--- src/rtl/crq_pkg.sv ---
`timescale 1ns / 1ps

package crq_pkg;

    // APB address width: eight 32-bit registers at byte offsets 4*i
    localparam int unsigned ADDR_W = 5;

    // Count limits
    localparam logic [16:0] MAX_PLANE    = 17'd65536;
    localparam logic [10:0] MAX_CHANNELS = 11'd1024;
    localparam logic [8:0]  MAX_BATCH    = 9'd256;

    // Register map
    typedef enum logic [2:0] {
        REG_RATIO_FIRST     = 3'd0,
        REG_RATIO_SECOND    = 3'd1,
        REG_CHANNELS_FIRST  = 3'd2,
        REG_CHANNELS_SECOND = 3'd3,
        REG_PLANE_SIZE      = 3'd4,
        REG_BATCH_COUNT     = 3'd5,
        REG_ACT_MIN         = 3'd6,
        REG_ACT_MAX         = 3'd7
    } crq_reg_t;

    // Configuration as seen by the datapath
    typedef struct packed {
        logic [31:0]        ratio_first;
        logic [31:0]        ratio_second;
        logic [10:0]        channels_first;
        logic [10:0]        channels_second;
        logic [16:0]        plane_size;
        logic [8:0]         batch_count;
        logic signed [7:0]  act_min;
        logic signed [7:0]  act_max;
    } crq_cfg_t;

endpackage

--- src/rtl/crq_regs.sv ---
`timescale 1ns / 1ps

module crq_regs (
    input  logic                        clk,
    input  logic                        rst_n,
    input  logic                        psel,
    input  logic                        penable,
    input  logic                        pwrite,
    input  logic [crq_pkg::ADDR_W-1:0]  paddr,
    input  logic [31:0]                 pwdata,
    output logic [31:0]                 prdata,
    output crq_pkg::crq_cfg_t           cfg
);
    import crq_pkg::*;

    crq_cfg_t cfg_reg;
    crq_cfg_t cfg_next;
    crq_reg_t reg_sel;
    logic     wr_en;

    assign reg_sel = crq_reg_t'(paddr[ADDR_W-1:2]);
    assign wr_en   = psel && penable && pwrite;

    // Register write decode
    always_comb
    begin
        cfg_next = cfg_reg;
        if (wr_en)
        begin
            unique case (reg_sel)
                REG_RATIO_FIRST:     cfg_next.ratio_first     = pwdata;
                REG_RATIO_SECOND:    cfg_next.ratio_second    = pwdata;
                REG_CHANNELS_FIRST:  cfg_next.channels_first  = pwdata[10:0];
                REG_CHANNELS_SECOND: cfg_next.channels_second = pwdata[10:0];
                REG_PLANE_SIZE:      cfg_next.plane_size      = pwdata[16:0];
                REG_BATCH_COUNT:     cfg_next.batch_count     = pwdata[8:0];
                REG_ACT_MIN:         cfg_next.act_min         = signed'(pwdata[7:0]);
                REG_ACT_MAX:         cfg_next.act_max         = signed'(pwdata[7:0]);
                default:             cfg_next = cfg_reg;
            endcase
        end
    end

    always_ff @(posedge clk or negedge rst_n)
    begin
        if (!rst_n)
        begin
            cfg_reg.ratio_first     <= 32'd65536;
            cfg_reg.ratio_second    <= 32'd65536;
            cfg_reg.channels_first  <= 11'd1;
            cfg_reg.channels_second <= 11'd1;
            cfg_reg.plane_size      <= 17'd1;
            cfg_reg.batch_count     <= 9'd1;
            cfg_reg.act_min         <= -8'sd128;
            cfg_reg.act_max         <= 8'sd127;
        end
        else
        begin
            cfg_reg <= cfg_next;
        end
    end

    // Read mux, zero extended
    always_comb
    begin
        unique case (reg_sel)
            REG_RATIO_FIRST:     prdata = cfg_reg.ratio_first;
            REG_RATIO_SECOND:    prdata = cfg_reg.ratio_second;
            REG_CHANNELS_FIRST:  prdata = {21'd0, cfg_reg.channels_first};
            REG_CHANNELS_SECOND: prdata = {21'd0, cfg_reg.channels_second};
            REG_PLANE_SIZE:      prdata = {15'd0, cfg_reg.plane_size};
            REG_BATCH_COUNT:     prdata = {23'd0, cfg_reg.batch_count};
            REG_ACT_MIN:         prdata = {24'd0, cfg_reg.act_min};
            REG_ACT_MAX:         prdata = {24'd0, cfg_reg.act_max};
            default:             prdata = 32'd0;
        endcase
    end

    assign cfg = cfg_reg;

endmodule

--- src/rtl/crq_requant.sv ---
`timescale 1ns / 1ps

module crq_requant (
    input  logic signed [7:0]  sample,
    input  logic [31:0]        ratio,
    input  logic signed [7:0]  act_min,
    input  logic signed [7:0]  act_max,
    output logic signed [7:0]  value
);
    import crq_pkg::*;

    logic [7:0]        abs_s;
    logic [39:0]       product;
    logic [23:0]       quot;
    logic [15:0]       rem;
    logic              round_up;
    logic [24:0]       q_rnd;
    logic signed [7:0] sat;
    logic signed [7:0] lo_clamped;

    // Magnitude times Q16.16 ratio, exact in 40 bits
    assign abs_s   = sample[7] ? (~sample + 8'd1) : sample;
    assign product = 40'(abs_s) * 40'(ratio);
    assign quot    = product[39:16];
    assign rem     = product[15:0];

    // Round half to even on the magnitude
    assign round_up = (rem > 16'h8000) || ((rem == 16'h8000) && quot[0]);
    assign q_rnd    = {1'b0, quot} + 25'(round_up);

    // Apply sign and saturate to int8
    always_comb
    begin
        if (sample[7])
            sat = (q_rnd >= 25'd128) ? -8'sd128 : signed'(~q_rnd[7:0] + 8'd1);
        else
            sat = (q_rnd >= 25'd127) ? 8'sd127 : signed'(q_rnd[7:0]);
    end

    // Activation clamp, upper bound last
    assign lo_clamped = (sat < act_min) ? act_min : sat;
    assign value      = (lo_clamped > act_max) ? act_max : lo_clamped;

endmodule

--- src/rtl/concat_requantize_int8_core.sv ---
`timescale 1ns / 1ps
// An accepted sample is registered in the input stage, then in the result stage;
// the input register and the result register form a two-deep pipeline. One sample
// per cycle unless stalled: input stalls only when both hold items and out_ready is low.
// Reset (rst_n low, asynchronous): position counters to zero, both pipeline
// stages empty, configuration registers to their default values.
module concat_requantize_int8_core (
    input  logic                        clk,
    input  logic                        rst_n,
    input  logic                        psel,
    input  logic                        penable,
    input  logic                        pwrite,
    input  logic [crq_pkg::ADDR_W-1:0]  paddr,
    input  logic [31:0]                 pwdata,
    output logic [31:0]                 prdata,
    output logic                        pready,
    input  logic                        in_valid,
    output logic                        in_ready,
    input  logic signed [7:0]           sample,
    output logic                        out_valid,
    input  logic                        out_ready,
    output logic signed [7:0]           value,
    output logic                        tensor_end
);
    import crq_pkg::*;

    crq_cfg_t cfg;

    // Position state
    logic [15:0] plane_pos_reg,  plane_pos_next;
    logic [9:0]  chan_idx_reg,   chan_idx_next;
    logic        src_sel_reg,    src_sel_next;
    logic [7:0]  batch_idx_reg,  batch_idx_next;

    // Input stage
    logic              s1_valid_reg;
    logic signed [7:0] s1_sample_reg;
    logic [31:0]       s1_ratio_reg;
    logic              s1_end_reg;

    // Result stage
    logic              out_valid_reg;
    logic signed [7:0] value_reg;
    logic              tensor_end_reg;

    logic              accept;
    logic              out_load;
    logic signed [7:0] rq_value;

    logic [16:0] plane_lim;
    logic [10:0] chan_cfg;
    logic [10:0] chan_lim;
    logic [8:0]  batch_lim;
    logic        end_plane;
    logic        end_chan;
    logic        end_batch;
    logic        end_tensor;

    crq_regs u_regs (
        .clk     (clk),
        .rst_n   (rst_n),
        .psel    (psel),
        .penable (penable),
        .pwrite  (pwrite),
        .paddr   (paddr),
        .pwdata  (pwdata),
        .prdata  (prdata),
        .cfg     (cfg)
    );

    assign pready = 1'b1;

    // Handshake: result stage loads when empty or drained this cycle
    assign out_load = s1_valid_reg && (!out_valid_reg || out_ready);
    assign in_ready = !s1_valid_reg || out_load;
    assign accept   = in_valid && in_ready;

    // Limited counts
    assign plane_lim = (cfg.plane_size == 17'd0) ? 17'd1 :
                       (cfg.plane_size > MAX_PLANE) ? MAX_PLANE : cfg.plane_size;
    assign chan_cfg  = src_sel_reg ? cfg.channels_second : cfg.channels_first;
    assign chan_lim  = (chan_cfg == 11'd0) ? 11'd1 :
                       (chan_cfg > MAX_CHANNELS) ? MAX_CHANNELS : chan_cfg;
    assign batch_lim = (cfg.batch_count == 9'd0) ? 9'd1 :
                       (cfg.batch_count > MAX_BATCH) ? MAX_BATCH : cfg.batch_count;

    // Wrap detection; a counter at or past its limit counts as last
    assign end_plane  = ({1'b0, plane_pos_reg} + 17'd1) >= plane_lim;
    assign end_chan   = end_plane && (({1'b0, chan_idx_reg} + 11'd1) >= chan_lim);
    assign end_batch  = end_chan && src_sel_reg;
    assign end_tensor = end_batch && (({1'b0, batch_idx_reg} + 9'd1) >= batch_lim);

    // Counter advance on each input transfer
    always_comb
    begin
        plane_pos_next = plane_pos_reg;
        chan_idx_next  = chan_idx_reg;
        src_sel_next   = src_sel_reg;
        batch_idx_next = batch_idx_reg;
        if (accept)
        begin
            if (!end_plane)
            begin
                plane_pos_next = plane_pos_reg + 16'd1;
            end
            else
            begin
                plane_pos_next = 16'd0;
                if (!end_chan)
                begin
                    chan_idx_next = chan_idx_reg + 10'd1;
                end
                else
                begin
                    chan_idx_next = 10'd0;
                    if (!end_batch)
                    begin
                        src_sel_next = 1'b1;
                    end
                    else
                    begin
                        src_sel_next   = 1'b0;
                        batch_idx_next = end_tensor ? 8'd0 : batch_idx_reg + 8'd1;
                    end
                end
            end
        end
    end

    always_ff @(posedge clk or negedge rst_n)
    begin
        if (!rst_n)
        begin
            plane_pos_reg <= 16'd0;
            chan_idx_reg  <= 10'd0;
            src_sel_reg   <= 1'b0;
            batch_idx_reg <= 8'd0;
            s1_valid_reg  <= 1'b0;
            out_valid_reg <= 1'b0;
        end
        else
        begin
            plane_pos_reg <= plane_pos_next;
            chan_idx_reg  <= chan_idx_next;
            src_sel_reg   <= src_sel_next;
            batch_idx_reg <= batch_idx_next;
            if (in_ready)
                s1_valid_reg <= in_valid;
            if (!out_valid_reg || out_ready)
                out_valid_reg <= s1_valid_reg;
        end
    end

    // Input stage payload: sample, owning source's ratio, end flag
    always_ff @(posedge clk)
    begin
        if (accept)
        begin
            s1_sample_reg <= sample;
            s1_ratio_reg  <= src_sel_reg ? cfg.ratio_second : cfg.ratio_first;
            s1_end_reg    <= end_tensor;
        end
    end

    crq_requant u_requant (
        .sample  (s1_sample_reg),
        .ratio   (s1_ratio_reg),
        .act_min (cfg.act_min),
        .act_max (cfg.act_max),
        .value   (rq_value)
    );

    // Result stage payload
    always_ff @(posedge clk)
    begin
        if (out_load)
        begin
            value_reg      <= rq_value;
            tensor_end_reg <= s1_end_reg;
        end
    end

    assign out_valid  = out_valid_reg;
    assign value      = value_reg;
    assign tensor_end = tensor_end_reg;

endmodule

--- config.mk ---
export PLATFORM = sky130hd
export DESIGN_NAME = concat_requantize_int8_core
export DESIGN_NICKNAME = d
export VERILOG_FILES = /design/src/rtl/crq_pkg.sv /design/src/rtl/crq_regs.sv /design/src/rtl/crq_requant.sv /design/src/rtl/concat_requantize_int8_core.sv
export SDC_FILE = /design/constraint.sdc
export NUM_CORES = 1
export LEC_CHECK = 0
export BUFFER_PORTS_ARGS = -buffer_cell sky130_fd_sc_hd__buf_2
export CORE_MARGIN = 8
export CORE_UTILIZATION = 60
export DETAILED_ROUTE_END_ITERATION = 16
export PLACE_DENSITY = 0.78
export SLEW_MARGIN = 10
export SYNTH_ARGS = -nofsm -noshare
export SYNTH_HDL_FRONTEND = slang
export SYNTH_HIERARCHICAL = 1
export SYNTH_SLANG_ARGS = --single-unit
--- constraint.sdc ---
create_clock -name clk -period 17.02 [get_ports clk]
set_input_delay 0 -clock clk [delete_from_list [all_inputs] [get_ports clk]]
set_output_delay 0 -clock clk [all_outputs]
set_load 0.02 [all_outputs]
==> results_dict.tcl <==
set metrics [dict create \
    cts-resized-gates 0 \
    die_area_sq_mm 0.0420 \
    gr-total-overflow 0 \
    detailedRoute.firstIterationViolations 1098 \
    number_of_warnings_issued_by_yosys 6 \
    met3_usage 0.0476 \
    chipWidth_microns 205 \
    r2r_cells 54 \
    globalRoute.busiestLayer "met2" \
    max-cap-violations 0 \
    yosys_register_bits 215 \
    final.period_utilization 0.820 \
    nNetsFinal 2642 \
    tritoncts_clock_tree "done" \
    skew_ps 29.4 \
    synth.yosys.seq_area_share 0.264 \
    cts_num_sinks 215 \
    critPathMaxStageDelay_ps 760 \
    r2r_setup_slack_ps 3070 \
    routed_wl_mm 55.0 \
    layout-drive-gt1-share 0.171 \
    die_h_microns 205 \
    first_global_vias 18100 \
    clk_root_buffer_cell "sky130_fd_sc_hd__clkbuf_16" \
    core_sq_mm 0.0353 \
    io_pins 96 \
    synthToLayoutAreaGrowth_pct 9.25 \
    avgSynthCellArea_sq_um 9.76 \
    synth.top_cells.by_count "sky130_fd_sc_hd__inv_1 (229), sky130_fd_sc_hd__nand2_1 (215), sky130_fd_sc_hd__fa_1 (180)" \
    path_class "reg2reg" \
    post_drt_via_cell_ratio 6.14 \
    post-cts-setup-buffer-count 0 \
    syn-cell-area_sq_mm 0.0214 \
    synthCells 2194 \
    core.rowCount 69 \
    critPathArrivalTime_ps 14230 \
    clock_path_buffers 3 \
    synth.area.top_cells "sky130_fd_sc_hd__dfrtp_1 (18%), sky130_fd_sc_hd__fa_1 (17%), sky130_fd_sc_hd__mux2_2 (7.5%), sky130_fd_sc_hd__edfxtp_1 (7.0%), sky130_fd_sc_hd__ha_1 (7.0%)" \
    slew_viol_final 0 \
    buffer_ports.inserted 92 \
    outcome "completed" \
    hpwlAfterDp_mm 40.7 \
    vias 17000 \
    critical_path_required_ps 17300 \
    setup_total_negative_slack_ps 0 \
    grt.met1_usage 0.326 \
    clock_latency_at_the_later_pin_of_the_worst_skew_pair_ps 540 \
    grt_start_max_net_pins 96 \
    grt_pass1_wl_mm 90.8 \
    regToRegStartpoint "s1_sample_reg[7]" \
    wl_per_cell_microns 19.9 \
    antenna_found_initial 3 \
    cp-end-kind "register" \
    dominantRegCellSynth "sky130_fd_sc_hd__dfrtp_1" \
    worst-path-max-fanout 32 \
    tightestPinTransition_ps 1230 \
    max-slew-margin-rel 0.178 \
    cts_buffers 23 \
    hold_viol_final 0 \
    synth_largest_type_area_fraction 0.177 \
    largest_register_ff_count 128 \
    yosys.cell_types.count 93 \
    hold_class "in2async" \
    rsz0062_at_grt "false" \
    postPlaceCellArea_sq_mm 0.0222 \
    holdBufCountCts 44 \
    post-synth-top-area-cell "sky130_fd_sc_hd__dfrtp_1" \
    htree_num_levels 1 \
    grt.met2_usage 0.454 \
    remaining_drc_errors 0 \
    fillCellCount 2696 \
    drt-pass1-iter-count 5 \
    timing.final.setup_violations 0 \
    routabilityCongestion 0.928 \
    slowest_stage "sky130_fd_sc_hd__edfxtp_1" \
    floorplan.initialDensity 0.606 \
    most_frequent_cell_after_synthesis "sky130_fd_sc_hd__inv_1" \
    final_area_sq_mm 0.0234 \
    critPathLaunchType "register" \
    crit_path_frequent_cell "sky130_fd_sc_hd__a21oi_1" \
    clkTransAtPathRegs_ps 60 \
    antenna-diode-count 0 \
    synthesis.nets 2546 \
    rr_endpoint "value[6]" \
    grtUsageTotal 0.265 \
    postRouteAntennaNets 0 \
    synth_async_sr_flop_share 0.767 \
    post-route-min-period_ps 13950 \
    max_freq_ghz 0.0717 \
    synth_edf_count 50 \
]
==> layout by cell type (no fill, tap or decap), types with 69 or more instances in the layout <==
cell type	synthesis	layout
sky130_fd_sc_hd__a21oi_1	91	91
sky130_fd_sc_hd__and2_1	83	83
sky130_fd_sc_hd__buf_2	21	91
sky130_fd_sc_hd__dfrtp_1	151	150
sky130_fd_sc_hd__fa_1	180	180
sky130_fd_sc_hd__ha_1	120	120
sky130_fd_sc_hd__inv_1	229	228
sky130_fd_sc_hd__mux2_2	143	143
sky130_fd_sc_hd__nand2_1	215	215
sky130_fd_sc_hd__nor2_1	95	94
sky130_fd_sc_hd__nor2b_1	103	103
sky130_fd_sc_hd__o21ai_0	70	69
==> critical path, delay by kind of cell (launching register included) <==
kind | cells | cell delay (ps)
multiplexers | 1 | 320
AND/OR/NAND/NOR | 19 | 3490
buffers and inverters | 5 | 1290
adder cells (fa/ha/maj) | 8 | 3360
XOR/XNOR | 1 | 160
AO/OA/AOI/OAI | 20 | 4320
flip-flops | 1 | 760
==> routing by layer <==
metal | part of all wire | vias up
met2 | 0.49 | 609
met3 | 0.061 | 159
met5 | 0.00075 | -
met4 | 0.041 | 6
met1 | 0.41 | 8489
li1 | - | 7728
==> worst max-delay path by stage <==
stage	slack (ps)	end	startpoint	depth (start not counted)
3_3_place_gp	3440	value[6]	s1_sample_reg[7]	54
6_report	3070	value[6]	s1_sample_reg[7]	54
5_1_grt	2150	value[6]	s1_sample_reg[7]	54
4_1_cts	3120	value[6]	s1_sample_reg[7]	54
2_1_floorplan	4420	value[6]	s1_sample_reg[0]	63
3_5_place_dp	3210	value[6]	s1_sample_reg[7]	54
==> per-stage QoR <==
step                hold WS, ps   util  std cells  setup slack, ps
finish                     56.2  0.662       2767             3070
global route                106  0.662       2767             2150
CTS                        76.4  0.662       2767             3120
detailed placement          143  0.629       2682             3210
global placement            131  0.629       2682             3440
floorplan                  -296      -       2194             4420
==> cells by family after synthesis <==
logic type	Yosys count	synth area share
xor gates and xnor gates	57	0.0237
buffers and inverters	314	0.0600
and+or+nand+nor	743	0.183
muxes	213	0.119
DFF	215	0.264
AOI/OAI and AO/OA	351	0.111
other	1	0.000175
adders and majority gates	300	0.238
==> area by class of cell <==
| class | instances | area [sq um] | share of cell area |
|---|---|---|---|
| multi-input combinational | 1665 | 14500 | 0.621 |
| sequential | 215 | 5650 | 0.242 |
| timing repair buffer | 155 | 1050 | 0.0449 |
| inverter | 230 | 863 | 0.0369 |
| clock buffer | 32 | 639 | 0.0273 |
| tap | 461 | 577 | 0.0247 |
| clock inverter | 9 | 82.6 | 0.00353 |
Power is left out: the tool's default activity adds up to more than one toggle a clock period on the data nets, which glitch-free logic cannot reach.
